[config.mk]
export PLATFORM = sky130hd
export DESIGN_NAME = savc_victim_buf
export DESIGN_NICKNAME = d
export VERILOG_FILES = /design/src/rtl/savc_pkg.sv /design/src/rtl/savc_victim_buf.sv
export SDC_FILE = /design/constraint.sdc
export NUM_CORES = 1
export LEC_CHECK = 0
export ABC_AREA = 0
export BUFFER_PORTS_ARGS = -buffer_cell sky130_fd_sc_hd__buf_2
export CAP_MARGIN = 40
export CORE_ASPECT_RATIO = 0.5
export CORE_UTILIZATION = 25
export DETAILED_ROUTE_END_ITERATION = 10
export HOLD_SLACK_MARGIN = 0.12
export MAX_ROUTING_LAYER = met4
export PLACE_DENSITY_LB_ADDON = 0.1
export SETUP_SLACK_MARGIN = 0.1
export SYNTH_ARGS = -nofsm -noshare
export SYNTH_HDL_FRONTEND = slang
export SYNTH_SLANG_ARGS = --single-unit
[constraint.sdc]
create_clock -name clk -period 2.8 [get_ports clk]
set_clock_uncertainty 0.05 [all_clocks]
set_input_delay 0.56 -clock clk [delete_from_list [all_inputs] [get_ports clk]]
set_output_delay 0.56 -clock clk [all_outputs]
set_load 0.01 [all_outputs]
[src/rtl/savc_pkg.sv]
`timescale 1ns / 1ps
// savc_pkg: shared types, codes and default sizes of the cache block
// no dependencies; used by every file under rtl

package savc_pkg;

    // default geometry
    localparam int OFFSET_BITS_DEF    = 5;
    localparam int INDEX_BITS_DEF     = 6;
    localparam int WAYS_DEF           = 4;
    localparam int VICTIM_ENTRIES_DEF = 4;

    // access kinds
    localparam logic CMD_READ  = 1'b0;
    localparam logic CMD_WRITE = 1'b1;

    // result word kinds
    localparam logic [1:0] KIND_STATUS    = 2'd0;
    localparam logic [1:0] KIND_WRITEBACK = 2'd1;
    localparam logic [1:0] KIND_FETCH     = 2'd2;

    // hit status codes
    localparam logic [1:0] HIT_MISS   = 2'd0;
    localparam logic [1:0] HIT_MAIN   = 2'd1;
    localparam logic [1:0] HIT_VICTIM = 2'd2;

    // access request word
    typedef struct packed {
        logic        command;
        logic [31:0] address;
    } req_t;

    // result word
    typedef struct packed {
        logic [1:0]  kind;
        logic [31:0] mem_address;
        logic [1:0]  hit_status;
        logic        last;
    } rsp_t;

    // victim buffer lookup flags
    typedef struct packed {
        logic hit;
        logic hit_dirty;
        logic lru_valid;
        logic lru_dirty;
    } vb_status_t;

    // victim buffer entry write
    typedef struct packed {
        logic we;
        logic valid;
        logic dirty;
    } vb_update_t;

endpackage

[src/rtl/savc_victim_buf.sv]
`timescale 1ns / 1ps
// savc_victim_buf: fully associative victim entries with lru ages
// depends on savc_pkg; entries held in flops, searched in parallel

module savc_victim_buf
    import savc_pkg::*;
#(
    parameter int BLK_W          = 32 - OFFSET_BITS_DEF,
    parameter int VICTIM_ENTRIES = VICTIM_ENTRIES_DEF
)
(
    input  logic                                                        clk,
    input  logic                                                        rst_n,
    input  logic [BLK_W-1:0]                                            look_blk,
    output vb_status_t                                                  status,
    output logic [((VICTIM_ENTRIES > 1) ? $clog2(VICTIM_ENTRIES) : 1)-1:0] hit_idx,
    output logic [((VICTIM_ENTRIES > 1) ? $clog2(VICTIM_ENTRIES) : 1)-1:0] lru_idx,
    output logic [BLK_W-1:0]                                            lru_addr,
    input  vb_update_t                                                  upd,
    input  logic [((VICTIM_ENTRIES > 1) ? $clog2(VICTIM_ENTRIES) : 1)-1:0] upd_idx,
    input  logic [BLK_W-1:0]                                            upd_addr
);

    localparam int IDX_W = (VICTIM_ENTRIES > 1) ? $clog2(VICTIM_ENTRIES) : 1;

    logic [BLK_W-1:0]          addr_reg  [VICTIM_ENTRIES];
    logic [VICTIM_ENTRIES-1:0] valid_reg;
    logic [VICTIM_ENTRIES-1:0] dirty_reg;
    logic [IDX_W-1:0]          age_reg   [VICTIM_ENTRIES];

    // parallel search, lru is the entry holding the top age
    always_comb
    begin
        status  = '0;
        hit_idx = '0;
        lru_idx = '0;
        for (int e = 0; e < VICTIM_ENTRIES; e++)
        begin
            if (valid_reg[e] && addr_reg[e] == look_blk)
            begin
                status.hit = 1'b1;
                hit_idx    = IDX_W'(e);
            end
            if (age_reg[e] == IDX_W'(VICTIM_ENTRIES - 1))
            begin
                lru_idx = IDX_W'(e);
            end
        end
        status.hit_dirty = dirty_reg[hit_idx];
        status.lru_valid = valid_reg[lru_idx];
        status.lru_dirty = dirty_reg[lru_idx];
        lru_addr         = addr_reg[lru_idx];
    end

    // entry payload
    always_ff @(posedge clk)
    begin
        if (upd.we)
        begin
            addr_reg[upd_idx] <= upd_addr;
        end
    end

    // flags and ages, written entry becomes most recent
    always_ff @(posedge clk or negedge rst_n)
    begin
        if (!rst_n)
        begin
            valid_reg <= '0;
            dirty_reg <= '0;
            for (int e = 0; e < VICTIM_ENTRIES; e++)
            begin
                age_reg[e] <= IDX_W'(e);
            end
        end
        else if (upd.we)
        begin
            valid_reg[upd_idx] <= upd.valid;
            dirty_reg[upd_idx] <= upd.dirty;
            for (int e = 0; e < VICTIM_ENTRIES; e++)
            begin
                if (IDX_W'(e) == upd_idx)
                begin
                    age_reg[e] <= '0;
                end
                else if (age_reg[e] < age_reg[upd_idx])
                begin
                    age_reg[e] <= age_reg[e] + 1'b1;
                end
            end
        end
    end

endmodule

# Yosys cells after proc, flatten, opt, wreduce, memory -nomap -nowiden
# Memories as Yosys holds them, arrays and structs flattened.
# Cells that the tools add are included.
[word_totals] ff_bits=16 elab_cells=78 mem_count=1 input_bits=61 ram_bits=108
[mem_list] name="addr_reg" words=4 word_bits=27 read_ports=5 rd_clocked_by_memory_dff=0 wr=1 line_no="savc_victim_buf.sv:26" text="logic [BLK_W-1:0] addr_reg [VICTIM_ENTRIES];"
[classes] n_bitwise=1 reduce_logical=14 n_mux=33 order_cmp=9 n_eq_ne=10 addsub=4
[ops] cell="== test 27 bit" n=4
[ops] cell="two-way mux 2 bit" n=14
[ops] cell="two-way mux 1 bit" n=12
[ops] cell="less-than comparator 2 x 3 -> 1 bit (second input constant)" n=3
[ops] cell="adder 2 x 1 -> 2 bit (second input constant)" n=4
[ops] cell="bitwise mux 4 bit" n=2
[ops] cell="less-than comparator 2 bit" n=4
[ops] cell="AND reduction 2 bit" n=4
[ops] cell="nonzero test 2 bit" n=4
[ops] cell="binary-select mux 1 bit (select 2 bit)" n=3
[ops] cell="== test 2 bit (second input constant)" n=3
[ops] cell="logical AND 1 bit" n=5
[ops] cell="binary-select mux 2 bit (select 2 bit)" n=1
[ops] cell="== test 2 bit (first input constant)" n=2
[ops] cell=">= comparator 3 bit (second input constant)" n=1
[ops] cell="inverter 2 -> 3 bit" n=1
[ops] cell="demux 1 bit (select 2 bit)" n=1
[ops] cell="== test 1 x 2 -> 1 bit (first input constant)" n=1
[ops] cell=">= comparator 2 x 1 -> 1 bit (second input constant)" n=1
[ops] cell="logical NOT 2 bit" n=1

# Logic depth before layout (Yosys ltp)
# Gate-level depths: netlist of the first run.
# An unclocked memory read counts as a cell.
[depth] depth_word=8 depth_mapped=8 mapped_depth_nobuf=7

# Least setup slack after synthesis of the first run
# OpenSTA, ideal clock, no wires.
[synth_timing] kind="input port to flip-flop" start="in upd_idx[0] (netlist name)" end="reg valid_reg[0]" cell_stages=3 arrival_time_ns=3.246 setup_slack_ns=-0.621 n_path_buf=1 cell_sequence="buf_2 -> nor3_1 -> mux2_2"
[synth_via] elab_chain_len=5 elab_cells_between_ends=6 classes_between="order compare: 2; mux: 3; reduce/logical: 1"
[synth_lines] item="start, declared" line_no="savc_victim_buf.sv:20" text="input logic [((VICTIM_ENTRIES > 1) ? $clog2(VICTIM_ENTRIES) : 1)-1:0] upd_idx,"
[synth_lines] item="less-than comparator 2 x 3 -> 1 bit (not written as such) or >= comparator 2 x 1 -> 1 bit (tied branches)" line_no="savc_victim_buf.sv:78" text="valid_reg[upd_idx] <= upd.valid;"
[synth_lines] item="logical AND 1 bit (not written as such)" line_no="savc_victim_buf.sv:78"
[synth_lines] item="two-way mux 1 bit (not written as such)" line_no="savc_victim_buf.sv:78"
[synth_lines] item="demux 1 bit (select 2 bit) *" line_no="savc_victim_buf.sv:78"
[synth_lines] item="bitwise mux 4 bit *" line_no="savc_victim_buf.sv:78"
[synth_lines] item="end signal, assigned by index" line_no="savc_victim_buf.sv:78"
[synth_lines] item="end, declared" line_no="savc_victim_buf.sv:27" text="logic [VICTIM_ENTRIES-1:0] valid_reg;"
# Mark *: on every way between the ends. The rest lies on a longest branch, timed or not.
# A chain may end at the register's enable or synchronous reset.

==> flow_summary_export.csv, run 1 <==
group,metric,value,unit
status,outcome,"finished with violations",
status,failed_checks,"setup timing",
drt,top_layer,"met4",
placed_design,dpl-instance-area,7420,µm²
clocking,tritoncts.num_buffers,17,
critical_path,cp_slowest_stage_delay,0.43,ns
finish,nFillCells,2508,
finish,stdcell_area,8260,µm²
placed_design,hpwl,14200,µm
placed_design,gp_congestion,0.768,
global_route,antenna_found_initial,0,
critical_path,r2r_cells,6,
critical_path,worstReg2RegEnd,"age_reg[7]$_DFFE_PN0P_",
sta,setup_viol,4,
floorplanning,die_x,228,µm
clocking,cts_sinks,124,
min_path,hp-start,"upd_addr[24]",
critical_path,path_cells,"xnor2_2, nand4_1, nor4_4, nand3_2, a211oi_2, o22ai_2, buf_2",
drt,drt_iter0_markers,262,
floorplanning,rows,40,
clocking,path_clk_slew,0.06,ns
min_path,holdPathEnd,"addr_reg[2][24]$_DFFE_PP_",
global_route,gr-usage-all-layers,0.173,
synthesis,synth_top_family_by_area,"XOR/XNOR gates",
global_route,grt_pass1_vias,4516,
critical_path,arrival,2.40,ns
critical_path,crit_type,"reg2out",
drt,wirelength,20800,µm
clocking,clk_latency,0.43,ns
clocking,cts_tree,"yes",
drt,postRouteAntennaNets,0,
finish,final_layout_size_suffix_gt1_frac,0.309,
placed_design,port-buffer-count,95,
finish,syn_to_final_growth,29.4,%
floorplanning,initial_utilization,0.260,
synthesis,synth_top_area_frac,0.508,
job,max_cap_violations,0,
clocking,cts_root_buf,"clkbuf_16",
floorplanning,core_area,24500,µm²
synthesis,synthAdderAreaFrac,0.0137,
sta,whs,0.291,ns
synthesis,syn_nets,594,
clocking,h-tree-depth,4,
critical_path,cp_max_fo,3,
critical_path,crit_required,2.19,ns
sta,slew_viol_final,0,
critical_path,crit_buf_inv,1,
synthesis,ys_types,41,
sta,period_minus_slack,3.01,ns
drt,dr_wl_met3,1100,µm
sta,clock.fmax,332,MHz
power_and_ir_drop,p_per_area,751,nW/µm²
sta,final.setup.worst_slack,-0.214,ns
critical_path,end_kind,"output port",
power_and_ir_drop,p_leak,2.96,nW
synthesis,ys_seq_elements,124,
global_route,grt_start_max_net_pins,61,
floorplanning,fp.dieArea,26200,µm²
min_path,holdPathStages,1,
synthesis,syn_area,6390,µm²
global_route,grt-ovfl-total,0,
synthesis,syn_inst,526,
critical_path,cp-start-kind,"register",
drt,drt_first_pass_iters,4,
synthesis,yosys_warnings,0,
drt,wl_met2,9190,µm
finish,n_antenna_cell,0,
synthesis,yosysTopAreaCell,"edfxtp_1",
drt,drc,0,
synthesis,synth-compound-area-share,0.0654,
synthesis,synth-simple-area-share,0.0989,
synthesis,synthTopCellsByArea,"edfxtp_1 51%, xnor2_1 9.0%, xor2_1 5.5%",
sta,finalCritPeriodShare,1.08,
critical_path,r2r_slack,0.66,ns
sta,rsz0062_at_grt,"yes",
drt,via_per_inst,4.45,
critical_path,slowest_stage,"edfxtp_1",
global_route,grt_pass1_wl,30700,µm
sta,tightest_slew,0.552,ns
floorplanning,pin_count,96,
drt,drt-met1-wl,10400,µm
critical_path,timing.rr.start,"age_reg[5]$_DFFE_PN0P_",
min_path,hold_class,"in2reg",
power_and_ir_drop,ir_drop,0.000485,V
drt,vias,4388,
synthesis,synth_xor_area_frac,0.150,
synthesis,synth_mux_area_frac,0.0691,
drt,routedWlPerCell,21.1,µm
synthesis,postSynthAreaPerCell,12.1,µm²
clocking,cts_buffer_depth,2,
finish,largest_reg_flops,108,
finish,final_util,0.337,
synthesis,ys_seq_area_frac,0.571,
finish,fin_nets,706,
critical_path,crit_family,"simple AND/OR/NAND/NOR gates",
floorplanning,die_h,115,µm
sta,hold_viol_final,0,
sta,slew_headroom,0.631,
==> through the flow <==
stage,worst slack (ns),instances,TNS (ns),power [mW]
6_report,-0.214,987,-0.389,6.21
5_1_grt,-0.305,987,-0.871,6.58
4_1_cts,-0.169,985,-0.417,6.25
3_5_place_dp,-0.235,946,-0.451,4.05
3_3_place_gp,-0.328,946,-0.591,4.05
2_1_floorplan,0.107,526,0,3.35
==> cells in the mapped netlist <==
| master | n |
|---|---|
| a21o_1 | 1 |
| o21a_1 | 1 |
| xnor2_2 | 2 |
| nor4_2 | 2 |
| a21oi_1 | 30 |
| o21ai_0 | 32 |
| mux2_1 | 2 |
| clkbuf_1 | 17 |
| edfxtp_1 | 108 |
| nand2b_1 | 7 |
| mux2_2 | 5 |
| dfrtp_1 | 12 |
| nor2_1 | 32 |
| or2_2 | 1 |
| and4_1 | 1 |
| a2bb2oi_1 | 1 |
| mux4_2 | 1 |
| nand2_1 | 39 |
| dfstp_2 | 4 |
| buf_1 | 2 |
| or2_1 | 2 |
| o21ai_1 | 2 |
| nor4_1 | 12 |
| and2b_2 | 1 |
| a311oi_1 | 1 |
| inv_1 | 9 |
| buf_2 | 12 |
| xnor2_1 | 66 |
| mux2i_1 | 34 |
| nor3b_1 | 1 |
| o22ai_1 | 3 |
| a22o_1 | 1 |
| a211oi_2 | 3 |
| nand3_1 | 4 |
| nand4_1 | 21 |
| xor2_1 | 40 |
| buf_6 | 3 |
| ha_1 | 7 |
| nor2b_1 | 1 |
| nor3_1 | 2 |
| nand3_2 | 1 |
==> cells by family after synthesis <==
logic type      count (synthesis)
compound gates                 75
buf+inv                        43
simple gates                  127
fa+ha+maj                       7
xor+xnor                      108
mux                            42
flops                         124
==> worst reg2reg max path, stage by stage, from the launching register on <==
cell	delay, ns
dfrtp_1	0.44
mux4_2	0.46
inv_1	0.14
ha_1	0.27
nor3b_1	0.26
o21ai_0	0.15
a22o_1	0.24
==> metal layers <==
metal / up-vias / GRT usage
met3: 6 / 0.0471
met4: 0 / 0.0452
met2: 72 / 0.248
met5: - / -
li1: 2114 / -
met1: 2196 / 0.238
==> layout make-up <==
cell class,instances,area (µm²),area share
timing repair buffer,127,911,0.110
inverter,9,33.8,0.00409
tap,336,420,0.0509
sequential,124,3650,0.442
clock buffer,18,429,0.0519
clock inverter,14,80.1,0.00969
multi-input combinational,359,2740,0.332
==> power by group <==
part | internal [mW] | switching [mW]
clock network | 1.11 | 0.839
registers | 2.20 | 0.152
logic | 0.859 | 1.05
total | 4.17 | 2.04
==> cell usage in the layout, fill, tap and decap left out, drive strengths merged, types with 10 or more instances in the layout <==
cell and instances:
buf 126, edfxtp 108, xnor2 68, xor2 40, nand2 39, mux2i 34
o21ai 34, nor2 32, a21oi 30, nand4 21, clkbuf 18, nor4 14
dfrtp 12, clkinv 12, inv 10
==> what timing repair did <==
item | CTS | global route
gates resized for setup | 47 | 15
hold buffers | 1 | 0
hold endpoints to repair | 12 | 0
buffers inserted | 2 | 2
gates cloned | 4 | 0
setup endpoints to repair | 33 | 33
pin swaps | 46 | 30
==> worst max-delay path by stage <==
stage / startpoint / to / slack, ns / depth (start not counted)
4_1_cts: addr_reg[1][3]$_DFFE_PP_ / status[2] / -0.17 / 7
3_5_place_dp: look_blk[5] / status[2] / -0.24 / 9
3_3_place_gp: look_blk[5] / status[2] / -0.33 / 9
5_1_grt: addr_reg[1][10]$_DFFE_PP_ / status[2] / -0.30 / 7
2_1_floorplan: upd_idx[0] / dirty_reg[3]$_DFFE_PN0P_ / 0.11 / 4
6_report: addr_reg[1][10]$_DFFE_PP_ / status[2] / -0.21 / 7
(Power assumes the default switching activity.)
==> run 2, diff against run 1 <==
CTS_CLUSTER_DIAMETER = 80   (was unset)
SETUP_SLACK_MARGIN = 0.3   (was 0.1)
==> run 2 against run 1 <==
The flow still finishes with violations (setup timing). Critical path type unchanged. Largest cell class unchanged. Setup slack improved by 0.14 ns. Critical path depth unchanged. Die area stayed put. Wire length about the same.
==> flow_summary_export.csv, run 2 (synthesized netlist as in run 1, its figures left out) <==
group,metric,value,unit
status,outcome,"finished with violations",
status,failed_checks,"setup timing",
critical_path,timing.rr.start,"age_reg[5]$_DFFE_PN0P_",
clocking,tritoncts.num_buffers,17,
finish,fin_nets,714,
sta,slew_viol_final,0,
sta,rsz0062_at_grt,"yes",
global_route,grt_use_met3,0.0345,
global_route,grt_pass1_wl,30100,µm
floorplanning,rows,40,
power_and_ir_drop,p_leak,3.03,nW
job,max_cap_violations,0,
placed_design,port-buffer-count,95,
clocking,clk_latency,0.43,ns
min_path,hold_class,"in2reg",
floorplanning,pin_count,96,
drt,drt_iter0_markers,272,
power_and_ir_drop,p_per_area,749,nW/µm²
finish,final_util,0.344,
clocking,cts_sinks,124,
drt,via_per_inst,4.40,
sta,slew_headroom,0.645,
critical_path,arrival,2.27,ns
power_and_ir_drop,power.switching,2.04,mW
sta,whs,0.298,ns
clocking,h-tree-depth,4,
drt,routedWlPerCell,20.9,µm
floorplanning,core_area,24500,µm²
sta,clock.fmax,347,MHz
global_route,use_met2,0.256,
sta,finalCritPeriodShare,1.03,
floorplanning,die_x,228,µm
floorplanning,initial_utilization,0.260,
sta,period_minus_slack,2.88,ns
min_path,holdPathEnd,"addr_reg[3][11]$_DFFE_PP_",
sta,setup_viol,3,
finish,final_common_cell,"edfxtp_1",
finish,final_layout_size_suffix_gt1_frac,0.338,
drt,drt_first_pass_iters,4,
critical_path,worstReg2RegEnd,"age_reg[7]$_DFFE_PN0P_",
finish,largest_reg_flops,108,
clocking,path_clk_slew,0.05,ns
power_and_ir_drop,p_clk_frac,0.324,
critical_path,cp_max_fo,5,
critical_path,crit_type,"reg2out",
power_and_ir_drop,ir_drop,0.000413,V
placed_design,hpwl,14000,µm
critical_path,cp-start-kind,"register",
finish,nFillCells,2451,
finish,final_cell_mix,"108 x edfxtp_1, 94 x buf_2, 48 x xnor2_1",
global_route,antenna_found_initial,1,
clocking,cts_tree,"yes",
drt,drc,0,
power_and_ir_drop,combPwrFrac,0.304,
power_and_ir_drop,intPower,4.27,mW
sta,final.setup.worst_slack,-0.0779,ns
clocking,cts_buffer_depth,2,
global_route,gr-usage-all-layers,0.170,
min_path,holdPathStages,1,
power_and_ir_drop,sw_frac_of_total,0.324,
sta,tightest_slew,0.531,ns
power_and_ir_drop,seqPwrFrac,0.372,
global_route,grt-ovfl-total,0,
placed_design,gp_congestion,0.769,
global_route,grt_start_max_net_pins,61,
floorplanning,die_h,115,µm
critical_path,end_kind,"output port",
global_route,grt_pass1_vias,4433,
drt,postRouteAntennaNets,0,
floorplanning,fp.dieArea,26200,µm²
clocking,cts_root_buf,"clkbuf_16",
drt,vias,4373,
sta,tns,-0.170,ns
critical_path,r2r_cells,6,
drt,wirelength,20800,µm
min_path,hp-start,"upd_addr[11]",
sta,hold_viol_final,0,
global_route,top_usage_layer,"met2",
finish,syn_to_final_growth,31.9,%
global_route,use_met1,0.233,
critical_path,r2r_slack,0.71,ns
critical_path,crit_required,2.19,ns
-- run 2: cell types whose count changed in the layout (fill, tap and decap cells not counted), moves of 2 or more --
cell	change
buf_4	+6
buf_6	+4
clkinv_1	-4
clkinv_2	-2
clkinv_4	-3
clkinvlp_4	+4
nor4_1	-2
nor4_2	+3
xnor2_1	-7
xnor2_2	+7
-- run 2: power groups by stage --
stage | registers [mW] | clock network [mW] | logic [mW]
finish | 2.35 | 2.05 | 1.92
global placement | 2.37 | 0 | 1.68
floorplan | 2.33 | 0 | 1.02
global route | 2.37 | 2.17 | 2.09
CTS | 2.35 | 2.08 | 1.92
detailed placement | 2.37 | 0 | 1.69
-- run 2: metrics by stage --
stage          worst slack (ns)  instances  power, mW  area [µm²]
2_1_floorplan             0.272        526       3.35        6390
3_3_place_gp            -0.0473        952       4.05        7460
3_5_place_dp            -0.0179        952       4.06        7460
4_1_cts                 -0.0642        992       6.35        8340
5_1_grt                  -0.187        994       6.63        8430
6_report                -0.0779        994       6.31        8430
-- run 2: routing by layer --
layer	vias up	share of wire	routed length [µm]
met2	50	0.44	9200
met5	-	0	0
li1	2127	-	-
met1	2182	0.52	10700
met3	14	0.029	605
met4	0	0.012	257
-- run 2: repair_timing --
item | CTS | global route
hold buffers | 1 | 0
setup endpoints to repair | 34 | 33
endpoints found under the hold margin | 12 | 0
cloned | 4 | 0
resized for setup | 63 | 15
pin swaps | 21 | 7
setup buffers | 5 | 1
-- run 2: layout make-up --
class,count,area (µm²),share of cell area
diodes,1,2.50,0.000297
clock buffers,19,433,0.0514
clock inverters,11,97.6,0.0116
inverters,9,33.8,0.00401
multi-input cells,359,2820,0.334
flip-flops and latches,124,3650,0.433
well taps,336,420,0.0499
repair buffers,135,976,0.116
-- run 2: how the worst max path moves through the flow --
stage	from	to	slack, ns	cells past startpoint
floorplan	upd_idx[1]	valid_reg[0]$_DFFE_PN0P_	0.27	3
CTS	addr_reg[1][8]$_DFFE_PP_	status[2]	-0.06	8
global placement	look_blk[9]	status[2]	-0.05	9
global route	addr_reg[3][1]$_DFFE_PP_	status[2]	-0.19	9
finish	addr_reg[3][17]$_DFFE_PP_	status[2]	-0.08	7
detailed placement	look_blk[8]	status[2]	-0.02	9
-- run 2: critical path, stage by stage (launching register included) --
cell and delay (ns):
edfxtp_1 0.41, xnor2_1 0.30, nand4_1 0.22, nor4_2 0.31, nand4_1 0.15, buf_6 0.18
o22ai_2 0.14, buf_2 0.15
